===== src/hdl/ldba_pkg.sv =====
// Shared types and constants for the light depth-bin assignment block.
`timescale 1ns / 1ps

package ldba_pkg;

	localparam int NUM_BINS_DEF = 32;

	localparam int DEPTH_W  = 24;
	localparam int RADIUS_W = 23;
	localparam int SPAN_W   = 23;
	localparam int INDEX_W  = 16;
	localparam int SEL_W    = 5;
	localparam int BINO_W   = 5;
	localparam int ENTRY_W  = 2 * INDEX_W;

	localparam logic [SPAN_W-1:0]  BIN_DEPTH_RST = 23'd256;
	localparam logic [INDEX_W-1:0] EMPTY_LOW     = 16'hFFFF;
	localparam logic [INDEX_W-1:0] EMPTY_HIGH    = 16'h0000;

	typedef enum logic [1:0] {
		OP_CLEAR  = 2'd0,
		OP_INSERT = 2'd1,
		OP_READ   = 2'd2,
		OP_NOP    = 2'd3
	} op_t;

	typedef enum logic [3:0] {
		S_INIT,
		S_IDLE,
		S_CLEAR,
		S_DIV_NEAR,
		S_DIV_FAR,
		S_WALK_RD,
		S_WALK_WR,
		S_READ_RD,
		S_READ_WR,
		S_DONE
	} state_t;

	typedef struct packed {
		logic [1:0]                 operation;
		logic [INDEX_W-1:0]         light_index;
		logic signed [DEPTH_W-1:0]  center_depth;
		logic [RADIUS_W-1:0]        light_radius;
		logic [SEL_W-1:0]           bin_select;
	} in_item_t;

	typedef struct packed {
		logic [BINO_W-1:0]  first_bin;
		logic [BINO_W-1:0]  last_bin;
		logic [INDEX_W-1:0] bin_low_index;
		logic [INDEX_W-1:0] bin_high_index;
	} out_item_t;

endpackage


===== src/hdl/ldba_ram.sv =====
// Generic simple dual-port RAM with registered read data.
`timescale 1ns / 1ps

module ldba_ram #(
	parameter int WIDTH = 32,
	parameter int DEPTH = 32
) (
	input  logic                     clk,
	input  logic                     we,
	input  logic [$clog2(DEPTH)-1:0] waddr,
	input  logic [WIDTH-1:0]         wdata,
	input  logic                     re,
	input  logic [$clog2(DEPTH)-1:0] raddr,
	output logic [WIDTH-1:0]         rdata
);

	logic [WIDTH-1:0] mem_q [DEPTH];

	always_ff @(posedge clk) begin
		if (we) begin
			mem_q[waddr] <= wdata;
		end
		if (re) begin
			rdata <= mem_q[raddr];
		end
	end

endmodule


===== src/hdl/light_depth_bin_assign.sv =====
// Top level: depth-bin table with shared divider and bin walk sequencer.
`timescale 1ns / 1ps

// Channel   Dir  Handshake             Payload
// cfg       in   cfg_wr_en (no wait)   cfg_wr_data : bin depth, unsigned Q15.8
// in        in   in_valid / in_ready   in_data     : ldba_pkg::in_item_t
// out       out  out_valid / out_ready out_data    : ldba_pkg::out_item_t
//
// One item at a time; in_ready is high only while the sequencer is idle.
// Insert: the shared restoring divider yields one quotient bit per
//   cycle, nearest then furthest depth; then each bin touched gets a
//   registered RAM read, then a write back.
// Clear: one bin written per cycle. Unused code: no bin touched.
// Read: one registered RAM read, or none for a select beyond the table.
// After reset a clearing pass over every bin runs before in_ready rises.
// The result sits in an output register; a stalled out channel holds the
//   sequencer in its final state until the pending transfer goes.

module light_depth_bin_assign #(
	parameter int NUM_BINS = ldba_pkg::NUM_BINS_DEF
) (
	input  logic                          clk,
	input  logic                          arst_n,
	input  logic                          cfg_wr_en,
	input  logic [ldba_pkg::SPAN_W-1:0]   cfg_wr_data,
	input  logic                          in_valid,
	output logic                          in_ready,
	input  ldba_pkg::in_item_t            in_data,
	output logic                          out_valid,
	input  logic                          out_ready,
	output ldba_pkg::out_item_t           out_data
);

	localparam int BIN_W = $clog2(NUM_BINS);
	localparam int CNT_W = $clog2(ldba_pkg::DEPTH_W);
	localparam logic [CNT_W-1:0] STEP_LAST = CNT_W'(ldba_pkg::DEPTH_W - 1);
	localparam logic [BIN_W-1:0] BIN_LAST  = BIN_W'(NUM_BINS - 1);
	localparam logic [ldba_pkg::DEPTH_W-1:0] QUO_LAST = ldba_pkg::DEPTH_W'(NUM_BINS - 1);

	ldba_pkg::state_t state_q, state_d;

	// configuration
	logic [ldba_pkg::SPAN_W-1:0]  bin_depth_q;

	// latched item
	ldba_pkg::op_t                op_q;
	logic [ldba_pkg::INDEX_W-1:0] idx_q;
	logic [ldba_pkg::SEL_W-1:0]   sel_q;
	logic [ldba_pkg::DEPTH_W-1:0] far_q;

	// shared divider
	logic [ldba_pkg::DEPTH_W-1:0] dvd_q;
	logic [ldba_pkg::SPAN_W-1:0]  rem_q;
	logic [ldba_pkg::DEPTH_W-1:0] quo_q;
	logic [CNT_W-1:0]             step_q;

	// bin range and walk / clear pointer
	logic [BIN_W-1:0]             first_q;
	logic [BIN_W-1:0]             last_q;
	logic [BIN_W-1:0]             ptr_q;

	ldba_pkg::out_item_t          res_q;
	ldba_pkg::out_item_t          out_data_q;
	logic                         out_valid_q;

	// combinational
	logic                         accept;
	logic                         out_free;
	logic                         sel_in_range;
	logic signed [ldba_pkg::DEPTH_W:0] near_s, far_s;
	logic [ldba_pkg::DEPTH_W-1:0] near_clamp, far_clamp;
	logic [ldba_pkg::SPAN_W-1:0]  divisor;
	logic [ldba_pkg::DEPTH_W-1:0] trial;
	logic                         ge;
	logic [ldba_pkg::SPAN_W-1:0]  rem_nx;
	logic [ldba_pkg::DEPTH_W-1:0] quo_nx;
	logic [BIN_W-1:0]             bin_sat;
	logic                         div_last;

	logic                         ram_we, ram_re;
	logic [BIN_W-1:0]             ram_waddr, ram_raddr;
	logic [ldba_pkg::ENTRY_W-1:0] ram_wdata, ram_rdata;
	logic [ldba_pkg::INDEX_W-1:0] rd_low, rd_high, new_low, new_high;

	assign accept   = in_valid && in_ready;
	assign out_free = !out_valid_q || out_ready;

	// nearest and furthest depth, 25-bit signed, clamped at zero
	assign near_s = {in_data.center_depth[ldba_pkg::DEPTH_W-1], in_data.center_depth}
		- {2'b00, in_data.light_radius};
	assign far_s  = {in_data.center_depth[ldba_pkg::DEPTH_W-1], in_data.center_depth}
		+ {2'b00, in_data.light_radius};
	assign near_clamp = near_s[ldba_pkg::DEPTH_W] ? '0 : near_s[ldba_pkg::DEPTH_W-1:0];
	assign far_clamp  = far_s[ldba_pkg::DEPTH_W]  ? '0 : far_s[ldba_pkg::DEPTH_W-1:0];

	assign sel_in_range = 32'(sel_q) < NUM_BINS;

	// restoring divider step: one quotient bit per cycle, MSB first
	assign divisor  = (bin_depth_q == '0) ? ldba_pkg::SPAN_W'(1) : bin_depth_q;
	assign trial    = {rem_q, dvd_q[ldba_pkg::DEPTH_W-1]};
	assign ge       = trial >= {1'b0, divisor};
	assign rem_nx   = ge ? ldba_pkg::SPAN_W'(trial - {1'b0, divisor})
		: trial[ldba_pkg::SPAN_W-1:0];
	assign quo_nx   = {quo_q[ldba_pkg::DEPTH_W-2:0], ge};
	assign bin_sat  = (quo_nx > QUO_LAST) ? BIN_LAST : BIN_W'(quo_nx);
	assign div_last = step_q == STEP_LAST;

	// entry layout: low index in the upper half, high index in the lower half
	assign rd_low   = ram_rdata[ldba_pkg::ENTRY_W-1:ldba_pkg::INDEX_W];
	assign rd_high  = ram_rdata[ldba_pkg::INDEX_W-1:0];
	assign new_low  = (idx_q < rd_low)  ? idx_q : rd_low;
	assign new_high = (idx_q > rd_high) ? idx_q : rd_high;

	ldba_ram #(
		.WIDTH (ldba_pkg::ENTRY_W),
		.DEPTH (NUM_BINS)
	) u_bins (
		.clk   (clk),
		.we    (ram_we),
		.waddr (ram_waddr),
		.wdata (ram_wdata),
		.re    (ram_re),
		.raddr (ram_raddr),
		.rdata (ram_rdata)
	);

	// sequencer: next state and RAM controls
	always_comb begin
		state_d   = state_q;
		in_ready  = 1'b0;
		ram_we    = 1'b0;
		ram_waddr = ptr_q;
		ram_wdata = {ldba_pkg::EMPTY_LOW, ldba_pkg::EMPTY_HIGH};
		ram_re    = 1'b0;
		ram_raddr = ptr_q;
		unique case (state_q)
			ldba_pkg::S_INIT: begin
				ram_we = 1'b1;
				if (ptr_q == BIN_LAST) begin
					state_d = ldba_pkg::S_IDLE;
				end
			end
			ldba_pkg::S_IDLE: begin
				in_ready = 1'b1;
				if (in_valid) begin
					unique case (ldba_pkg::op_t'(in_data.operation))
						ldba_pkg::OP_CLEAR:  state_d = ldba_pkg::S_CLEAR;
						ldba_pkg::OP_INSERT: state_d = ldba_pkg::S_DIV_NEAR;
						ldba_pkg::OP_READ:   state_d = ldba_pkg::S_READ_RD;
						ldba_pkg::OP_NOP:    state_d = ldba_pkg::S_DONE;
						default:             state_d = ldba_pkg::S_DONE;
					endcase
				end
			end
			ldba_pkg::S_CLEAR: begin
				ram_we = 1'b1;
				if (ptr_q == BIN_LAST) begin
					state_d = ldba_pkg::S_DONE;
				end
			end
			ldba_pkg::S_DIV_NEAR: begin
				if (div_last) begin
					state_d = ldba_pkg::S_DIV_FAR;
				end
			end
			ldba_pkg::S_DIV_FAR: begin
				if (div_last) begin
					state_d = ldba_pkg::S_WALK_RD;
				end
			end
			ldba_pkg::S_WALK_RD: begin
				ram_re  = 1'b1;
				state_d = ldba_pkg::S_WALK_WR;
			end
			ldba_pkg::S_WALK_WR: begin
				ram_we    = 1'b1;
				ram_wdata = {new_low, new_high};
				state_d   = (ptr_q == last_q) ? ldba_pkg::S_DONE : ldba_pkg::S_WALK_RD;
			end
			ldba_pkg::S_READ_RD: begin
				// out-of-range select answers with an empty bin, preset on accept
				ram_re    = sel_in_range;
				ram_raddr = BIN_W'(sel_q);
				state_d   = sel_in_range ? ldba_pkg::S_READ_WR : ldba_pkg::S_DONE;
			end
			ldba_pkg::S_READ_WR: begin
				state_d = ldba_pkg::S_DONE;
			end
			ldba_pkg::S_DONE: begin
				if (out_free) begin
					state_d = ldba_pkg::S_IDLE;
				end
			end
			default: state_d = ldba_pkg::S_IDLE;
		endcase
	end

	always_ff @(posedge clk or negedge arst_n) begin
		if (!arst_n) begin
			state_q <= ldba_pkg::S_INIT;
		end else begin
			state_q <= state_d;
		end
	end

	// control registers
	always_ff @(posedge clk or negedge arst_n) begin
		if (!arst_n) begin
			bin_depth_q <= ldba_pkg::BIN_DEPTH_RST;
			ptr_q       <= '0;
			step_q      <= '0;
			out_valid_q <= 1'b0;
		end else begin
			if (cfg_wr_en) begin
				bin_depth_q <= cfg_wr_data;
			end
			if (accept) begin
				ptr_q  <= '0;
				step_q <= '0;
			end else if (state_q == ldba_pkg::S_INIT || state_q == ldba_pkg::S_CLEAR
					|| state_q == ldba_pkg::S_WALK_WR) begin
				ptr_q <= ptr_q + 1'b1;
			end else if (state_q == ldba_pkg::S_DIV_NEAR || state_q == ldba_pkg::S_DIV_FAR) begin
				step_q <= div_last ? '0 : step_q + 1'b1;
				if (state_q == ldba_pkg::S_DIV_FAR && div_last) begin
					ptr_q <= first_q;
				end
			end
			if (state_q == ldba_pkg::S_DONE && out_free) begin
				out_valid_q <= 1'b1;
			end else if (out_ready) begin
				out_valid_q <= 1'b0;
			end
		end
	end

	// payload and divider registers
	always_ff @(posedge clk) begin
		if (accept) begin
			op_q  <= ldba_pkg::op_t'(in_data.operation);
			idx_q <= in_data.light_index;
			sel_q <= in_data.bin_select;
			dvd_q <= near_clamp;
			far_q <= far_clamp;
			rem_q <= '0;
			quo_q <= '0;
			res_q <= '0;
			if (ldba_pkg::op_t'(in_data.operation) == ldba_pkg::OP_READ) begin
				res_q.bin_low_index <= ldba_pkg::EMPTY_LOW;
			end
		end else if (state_q == ldba_pkg::S_DIV_NEAR || state_q == ldba_pkg::S_DIV_FAR) begin
			if (div_last) begin
				// reload the divider for the furthest depth
				dvd_q <= far_q;
				rem_q <= '0;
				quo_q <= '0;
				if (state_q == ldba_pkg::S_DIV_NEAR) begin
					first_q <= bin_sat;
				end else begin
					last_q          <= bin_sat;
					res_q.first_bin <= ldba_pkg::BINO_W'(first_q);
					res_q.last_bin  <= ldba_pkg::BINO_W'(bin_sat);
				end
			end else begin
				dvd_q <= {dvd_q[ldba_pkg::DEPTH_W-2:0], 1'b0};
				rem_q <= rem_nx;
				quo_q <= quo_nx;
			end
		end else if (state_q == ldba_pkg::S_READ_WR && op_q == ldba_pkg::OP_READ) begin
			res_q.bin_low_index  <= rd_low;
			res_q.bin_high_index <= rd_high;
		end
		if (state_q == ldba_pkg::S_DONE && out_free) begin
			out_data_q <= res_q;
		end
	end

	assign out_valid = out_valid_q;
	assign out_data  = out_data_q;

endmodule

===== config.mk =====
export PLATFORM = sky130hd
export DESIGN_NAME = light_depth_bin_assign
export DESIGN_NICKNAME = d
export VERILOG_FILES = /design/src/hdl/ldba_pkg.sv /design/src/hdl/ldba_ram.sv /design/src/hdl/light_depth_bin_assign.sv
export SDC_FILE = /design/constraint.sdc
export NUM_CORES = 2
export LEC_CHECK = 0
export ABC_AREA = 0
export ABC_CLOCK_PERIOD_IN_PS = 4300
export BUFFER_PORTS_ARGS = -buffer_cell sky130_fd_sc_hd__buf_4
export CORE_MARGIN = 4
export CORE_UTILIZATION = 30
export CTS_CLUSTER_DIAMETER = 100
export DETAILED_ROUTE_END_ITERATION = 10
export GPL_ROUTABILITY_DRIVEN = 0
export GPL_TIMING_DRIVEN = 0
export PLACE_DENSITY_LB_ADDON = 0.12
export SYNTH_ARGS = -nofsm -noshare
export SYNTH_HDL_FRONTEND = slang
export SYNTH_SLANG_ARGS = --single-unit

===== constraint.sdc =====
create_clock -name clk -period 4.3 [get_ports clk]
set_input_delay 0.43 -clock clk [delete_from_list [all_inputs] [get_ports clk]]
set_output_delay 0.43 -clock clk [all_outputs]
set_load 0.005 [all_outputs]

Yosys cells after proc, flatten, opt, wreduce, memory -nomap -nowiden
Memory sizes are Yosys's and may differ from the RTL's. A register that Yosys moved wholly into a read port is not among the register bits.
Cells that the tools add are included.
{"block": "word_totals", "ram_bits": 1024, "inputBits": 98, "wordCells": 127, "latch_bits": 0, "out_inout_bits": 44, "ff_bits": 249, "n_memories": 1, "mem_bits_ro": 0}
{"block": "classes", "add_sub_neg": 5, "div_mod_pow": 0, "n_reduce_logical": 27, "n_mul": 0, "n_eq_ne": 24, "bitwise_logic": 3, "shift": 0, "n_mux": 41, "magnitude_cmp": 4}
{"memory": "u_bins.mem_q", "words": 32, "word_bits": 32, "read_ports": 1, "rd_clocked_by_memory_dff": 1, "write_ports": 1, "line_no": "ldba_ram.sv:17", "rtl": "logic [WIDTH-1:0] mem_q [DEPTH];"}
{"cell": "$mux 32", "count": 4}
{"cell": "$mux 24", "count": 4}
{"cell": "$mux 23", "count": 4}
{"cell": "$mux 5", "count": 10}
{"cell": "$mux 16", "count": 3}
{"cell": "$pmux 4 s10", "count": 1}
{"cell": "$mux 4", "count": 7}
{"cell": "$add 24x24->25", "count": 1}
{"cell": "$sub 24x24->25", "count": 1}
{"cell": "$ge 24x23->1", "count": 1}
{"cell": "$gt 24x5->1 const B", "count": 1}
{"cell": "$logic_not 23->1", "count": 1}
{"cell": "$sub 23x23->23", "count": 1}
{"cell": "$eq 4x3->1 const B", "count": 4}
{"cell": "$gt 16x16->1", "count": 1}
{"cell": "$lt 16x16->1", "count": 1}
{"cell": "$ne 2x2->1 const B", "count": 8}
{"cell": "$pmux 4 s4", "count": 1}
{"cell": "$add 5x1->5 const B", "count": 2}
{"cell": "$eq 5x5->1 const B", "count": 2}
{"cell": "$eq 4x2->1 const B", "count": 2}
{"cell": "$eq 4x4->1 const B", "count": 2}
{"cell": "$reduce_and 2->1", "count": 4}
{"cell": "$reduce_and 4->1", "count": 2}
{"cell": "other kinds (17)", "count": 36}

Longest topological paths before layout
{"block": "depth", "ltp_word": 6, "depth_mapped": 16, "depth_no_buf": 15}

Modules after synthesis
Synthesis repeated with hierarchy kept, for this count alone.
{"block": "unflattened", "cells_unflattened": 3708, "hier_area_um2": 55258.0}
{"module": "ldba_ram", "n_inst": 1, "cells_per_inst": 2260, "area_per_inst_um2": 40811.6}
{"module": "light_depth_bin_assign", "n_inst": 1, "cells_per_inst": 1448, "area_per_inst_um2": 14446.4}

Worst setup path before layout
No wires, ideal clock.
{"block": "synth_timing", "kind": "register to register", "start": "register state_q[1]", "end": "register far_q[0] in the netlist's numbering, enable pin", "path_stages_with_launch": 8, "setup_ns": 0.429, "arrival_ns": 3.082, "period_less_slack_ns": 3.511, "setup_slack_ns": 0.789, "path_buffers": 4, "path_cell_list": "dfrtp_1 -> clkbuf_1 -> nor3_1 -> nand2_1 -> clkbuf_1 -> inv_1 -> clkbuf_1 -> buf_1"}
{"block": "synth_between", "elab_chain_cells": 3}
{"element": "start: declaration", "line_no": "light_depth_bin_assign.sv:40", "rtl": "ldba_pkg::state_t state_q, state_d;"}
{"element": "start signal: assignment", "line_no": "light_depth_bin_assign.sv:200", "rtl": "state_q <= ldba_pkg::S_INIT;"}
{"element": "start signal: assignment", "line_no": "light_depth_bin_assign.sv:202", "rtl": "state_q <= state_d;"}
{"element": "$eq 4x1->1", "line_no": "light_depth_bin_assign.sv:136", "rtl": "unique case (state_q)"}
{"element": "$mux 1", "line_no": "light_depth_bin_assign.sv:136"}
{"element": "via in_ready", "line_no": "light_depth_bin_assign.sv:27", "rtl": "output logic in_ready,"}
{"element": "$logic_and 1x1->1", "line_no": "light_depth_bin_assign.sv:85", "rtl": "assign accept = in_valid && in_ready;"}
{"element": "via accept", "line_no": "light_depth_bin_assign.sv:67", "rtl": "logic accept;"}
{"element": "end signal: assignment", "line_no": "light_depth_bin_assign.sv:244", "rtl": "far_q <= far_clamp;"}
{"element": "end: declaration", "line_no": "light_depth_bin_assign.sv:49", "rtl": "logic [ldba_pkg::DEPTH_W-1:0] far_q;"}
The timed path passes the listed nets, and every way through them passes these cells.
A chain may end at the register's enable or synchronous reset.

Final worst setup path
{"block": "layout_timing", "start": "register state_q[0]", "end": "register u_bins.rdata[28], read port of u_bins.mem_q (data pin)"}
{"block": "layout_between", "elab_chain_cells": 3, "word_cells_on_any_way": 5}
{"element": "$eq 4x3->1", "line_no": "light_depth_bin_assign.sv:136"}
{"element": "$reduce_or 2->1 (no source line)"}
{"element": "$mux 1", "line_no": "light_depth_bin_assign.sv:136"}
{"element": "end: declaration", "line_no": "ldba_ram.sv:14", "rtl": "output logic [WIDTH-1:0] rdata"}
Several ways; a longest one is shown, not always the timed one.

==> impl_metrics.prom <==
# TYPE chip_impl_metric gauge
chip_impl_metric{name="grt_start_max_net_pins",unit=""} 39
chip_impl_metric{name="yosys_warnings",unit=""} 0
chip_impl_info{name="min-delay-start",value="cfg_wr_en"} 1
chip_impl_metric{name="holdWs",unit="ps"} 65.8
chip_impl_metric{name="cp_data_arrival_time",unit="ps"} 4750
chip_impl_metric{name="place_hpwl",unit="µm"} 140000
chip_impl_metric{name="ys_seq_elements",unit=""} 1305
chip_impl_metric{name="total_of_endpoints_with_negative_setup_slack_in_the_final_report",unit=""} 0
chip_impl_metric{name="die_area",unit="µm²"} 191000
chip_impl_metric{name="leakagePower",unit="nW"} 23.3
chip_impl_metric{name="max_clock_freq",unit="MHz"} 233
chip_impl_metric{name="yosys.cell_types.count",unit=""} 76
chip_impl_metric{name="worst_slew_margin_rel",unit="%"} 14.4
chip_impl_info{name="cts_tree",value="built"} 1
chip_impl_metric{name="dpl_cell_area",unit="µm²"} 61600
chip_impl_metric{name="period_share",unit="%"} 99.6
chip_impl_metric{name="finish.net_count",unit=""} 4790
chip_impl_metric{name="cap_viol_max_count",unit=""} 0
chip_impl_metric{name="grt_remaining_overflow",unit=""} 0
chip_impl_metric{name="drc",unit=""} 0
chip_impl_metric{name="area.growth.synth_to_final",unit="%"} 22.2
chip_impl_metric{name="clockBufferDepth",unit=""} 3
chip_impl_metric{name="fraction_of_final_layout_cells_with_drive_strength_greater_than_1",unit="%"} 14.8
chip_impl_info{name="run_status",value="complete, no violations"} 1
chip_impl_metric{name="post-route-min-period",unit="ps"} 4280
chip_impl_info{name="top_library_cells_by_usage_in_the_layout_fill_and_taps_aside",value="sky130_fd_sc_hd__edfxtp_1, sky130_fd_sc_hd__nand2_1, sky130_fd_sc_hd__a211oi_1"} 1
chip_impl_metric{name="antenna_found_initial",unit=""} 17
chip_impl_metric{name="vdd_drop_max",unit="mV"} 0.390
chip_impl_metric{name="clk-insertion-delay-late",unit="ps"} 780
chip_impl_metric{name="dp_slack",unit="ps"} -871
chip_impl_metric{name="postRouteAntennaNets",unit=""} 0
chip_impl_metric{name="number_of_max_slew_violations_in_the_final_report",unit=""} 0
chip_impl_metric{name="die_h",unit="µm"} 437
chip_impl_metric{name="via_count",unit=""} 36800
chip_impl_info{name="critical_path_class",value="reg -> reg"} 1
chip_impl_metric{name="synth_enable_flop_cells",unit=""} 1195
chip_impl_metric{name="final_worst_setup_slack",unit="ps"} 15.1
chip_impl_metric{name="count_of_tritonroute_iterations_in_the_first_routing_pass",unit=""} 6
chip_impl_info{name="rsz_0062_raised_after_global_routing",value="true"} 1
chip_impl_metric{name="worst_ep_required_time",unit="ps"} 4770
chip_impl_info{name="most_common_cell_after_layout_fill_and_taps_aside",value="sky130_fd_sc_hd__edfxtp_1"} 1
chip_impl_metric{name="cts_inserted_buffers",unit=""} 150
chip_impl_metric{name="fraction_of_the_yosys_area_taken_by_sequential_cells",unit="%"} 69.2
chip_impl_metric{name="drt-initial-drc-count",unit=""} 3385
chip_impl_metric{name="total_standard_cell_area_after_synthesis",unit="µm²"} 55300
chip_impl_metric{name="floorplan.io_pins",unit=""} 142
chip_impl_info{name="cts_root_buffer",value="sky130_fd_sc_hd__clkbuf_16"} 1
chip_impl_metric{name="power-per-cell-area",unit="nW/µm²"} 632
chip_impl_metric{name="final_routed_wire_length_divided_by_cell_count",unit="µm"} 26.9
chip_impl_metric{name="placeableCoreArea",unit="µm²"} 183000
chip_impl_metric{name="syn_area_per_cell",unit="µm²"} 13.3
chip_impl_metric{name="first_global_vias",unit=""} 35600
chip_impl_metric{name="worst_setup_hold_path_clk_slew",unit="ps"} 60
chip_impl_metric{name="post-route-cell-area",unit="µm²"} 67500
chip_impl_info{name="worst_setup_path_startpoint",value="state_q[0]"} 1
chip_impl_metric{name="async_flop_share",unit="%"} 2.91
chip_impl_metric{name="grt_pass1_wl",unit="µm"} 270000
chip_impl_metric{name="fp.dieW",unit="µm"} 437
chip_impl_metric{name="routed_via_density",unit=""} 5.13
chip_impl_info{name="min_path_type",value="in -> reg"} 1
chip_impl_metric{name="report.power.total",unit="mW"} 42.7
chip_impl_metric{name="post_synth_inst_count",unit=""} 4167
chip_impl_metric{name="initial_utilization",unit="%"} 30.2
chip_impl_info{name="cp-end-kind",value="flop"} 1
chip_impl_info{name="ys_dominant_reg_cell",value="sky130_fd_sc_hd__edfxtp_1"} 1
chip_impl_metric{name="port_buffers",unit=""} 140
chip_impl_metric{name="std_cell_rows",unit=""} 157
chip_impl_metric{name="synth_nets",unit=""} 4374
chip_impl_metric{name="tritoncts_num_sinks",unit=""} 1305
chip_impl_metric{name="globalRouteTotalUtil",unit="%"} 19.7
chip_impl_metric{name="h-tree-depth",unit=""} 4
chip_impl_metric{name="detailed_route_wl",unit="µm"} 193000
chip_impl_info{name="worstSetupStartpointType",value="flop"} 1
chip_impl_info{name="reg2reg_from",value="state_q[0]"} 1
chip_impl_metric{name="worst_pin_slew",unit="ps"} 1270
chip_impl_metric{name="clock-skew-final",unit="ps"} 27.1
chip_impl_metric{name="cp_max_fo",unit=""} 10
chip_impl_metric{name="final-hold-violation-count",unit=""} 0
==> worst paths after layout <==
kind / cells past startpoint / slack, ps / end
setup / recovery: 9 / 20 / u_bins.rdata[28]
hold / removal: 3 / 70 / bin_depth_q[1]
setup reg to reg: 9 / 20 / u_bins.rdata[28]
hold reg to reg: 0 / 420 / out_data[29]
max in group asynchronous: 2 / 3710 / bin_depth_q[17]
min in group asynchronous: 2 / 190 / out_valid
==> registers in the layout, indices dropped and copies added, names as in the netlist, 16 cells and up <==
| signal | cells |
|---|---|
| out_data | 42 |
| res_q | 42 |
| u_bins.rdata | 32 |
| dvd_q | 24 |
| rem_q | 23 |
| idx_q | 16 |
| quo_q | 23 |
| far_q | 24 |
| u_bins.mem_q | 1024 |
| bin_depth_q | 23 |
==> area by class of cell <==
class / count / area, µm²
inverters: 118 / 447
well taps: 2464 / 3080
clock buffers: 198 / 4020
clock inverters: 70 / 601
plain buffers: 278 / 1200
repair inverters: 1 / 7.51
flip-flops and latches: 1305 / 38300
repair buffers: 264 / 3080
fillers: 17600 / 116000
multi-input cells: 2465 / 16800
diodes: 7 / 17.5
==> where the power goes <==
part           total [mW]  internal (mW)  leakage [nW]  switching, mW
logic                14.6           4.06          8.74           10.6
registers            15.8           15.3          12.3          0.576
clock network        12.2           7.05          2.25           5.20
==> metrics by stage <==
stage	utilization (%)	cells	TNS, ps
finish	36.9	7170	0
global route	36.8	7165	-109
CTS	36.7	7162	0
detailed placement	33.6	6842	-19180
global placement	32.4	6771	-2635440
floorplan	-	4167	0
==> synthesized netlist by cell type, types with 12 or more instances <==
| cell | count | area (µm²) |
|---|---|---|
| sky130_fd_sc_hd__nor3_1 | 35 | 175 |
| sky130_fd_sc_hd__buf_2 | 78 | 390 |
| sky130_fd_sc_hd__a22o_1 | 23 | 201 |
| sky130_fd_sc_hd__nor2_1 | 156 | 586 |
| sky130_fd_sc_hd__o21a_1 | 13 | 97.6 |
| sky130_fd_sc_hd__a311oi_1 | 129 | 1130 |
| sky130_fd_sc_hd__nand2_1 | 637 | 2390 |
| sky130_fd_sc_hd__a21o_1 | 48 | 360 |
| sky130_fd_sc_hd__buf_1 | 12 | 45.0 |
| sky130_fd_sc_hd__a211oi_1 | 392 | 2940 |
| sky130_fd_sc_hd__and2_1 | 246 | 1540 |
| sky130_fd_sc_hd__o22ai_1 | 23 | 144 |
| sky130_fd_sc_hd__edfxtp_1 | 1195 | 35900 |
| sky130_fd_sc_hd__ha_1 | 106 | 1330 |
| sky130_fd_sc_hd__nor4_1 | 46 | 288 |
| sky130_fd_sc_hd__inv_1 | 117 | 439 |
| sky130_fd_sc_hd__dfxtp_1 | 72 | 1440 |
| sky130_fd_sc_hd__nand3_1 | 21 | 105 |
| sky130_fd_sc_hd__clkbuf_1 | 187 | 702 |
| sky130_fd_sc_hd__o21bai_1 | 15 | 113 |
| sky130_fd_sc_hd__xnor2_1 | 47 | 412 |
| sky130_fd_sc_hd__nand2b_1 | 12 | 75.1 |
| sky130_fd_sc_hd__o21ai_0 | 91 | 455 |
| sky130_fd_sc_hd__and2_0 | 14 | 87.6 |
| sky130_fd_sc_hd__mux2i_1 | 51 | 510 |
| sky130_fd_sc_hd__a21oi_1 | 69 | 345 |
| sky130_fd_sc_hd__a31oi_1 | 155 | 970 |
| sky130_fd_sc_hd__dfrtp_1 | 37 | 926 |
| sky130_fd_sc_hd__nand4_1 | 12 | 75.1 |
| sky130_fd_sc_hd__xor2_1 | 16 | 140 |
==> critical path, cell delays in order (launching register included) <==
cell and delay [ps]:
sky130_fd_sc_hd__dfrtp_1 440, sky130_fd_sc_hd__and2b_1 230, sky130_fd_sc_hd__nand3_2 160, sky130_fd_sc_hd__buf_2 300
sky130_fd_sc_hd__mux2i_1 490, sky130_fd_sc_hd__buf_4 420, sky130_fd_sc_hd__buf_2 420, sky130_fd_sc_hd__clkbuf_1 530
sky130_fd_sc_hd__a211oi_1 320, sky130_fd_sc_hd__nor4_2 640
==> logic make-up after synthesis <==
kind of cell / synth area share, %
compound gates: 13.2
fa+ha+maj: 2.51
simple gates: 10.1
mux: 1.07
flops: 69.2
buf+inv: 2.89
xor+xnor: 0.998
==> what timing repair did <==
action,CTS,global route
pin swaps,2,4
resized for setup,101,60
endpoints found under the setup margin,55,94
endpoints found under the hold margin,87,0
gates cloned,0,1
setup buffers,1,1
hold buffers,51,0
==> routing by layer <==
layer	vias up	global-route usage, %	part of all wire [%]
met1	18800	28.3	46
li1	16700	-	-
met5	-	0	0
met2	1080	31.3	46
met4	0	5.06	2.4
met3	218	2.79	5.6
No activity file was read; power rests on OpenSTA's default activity.
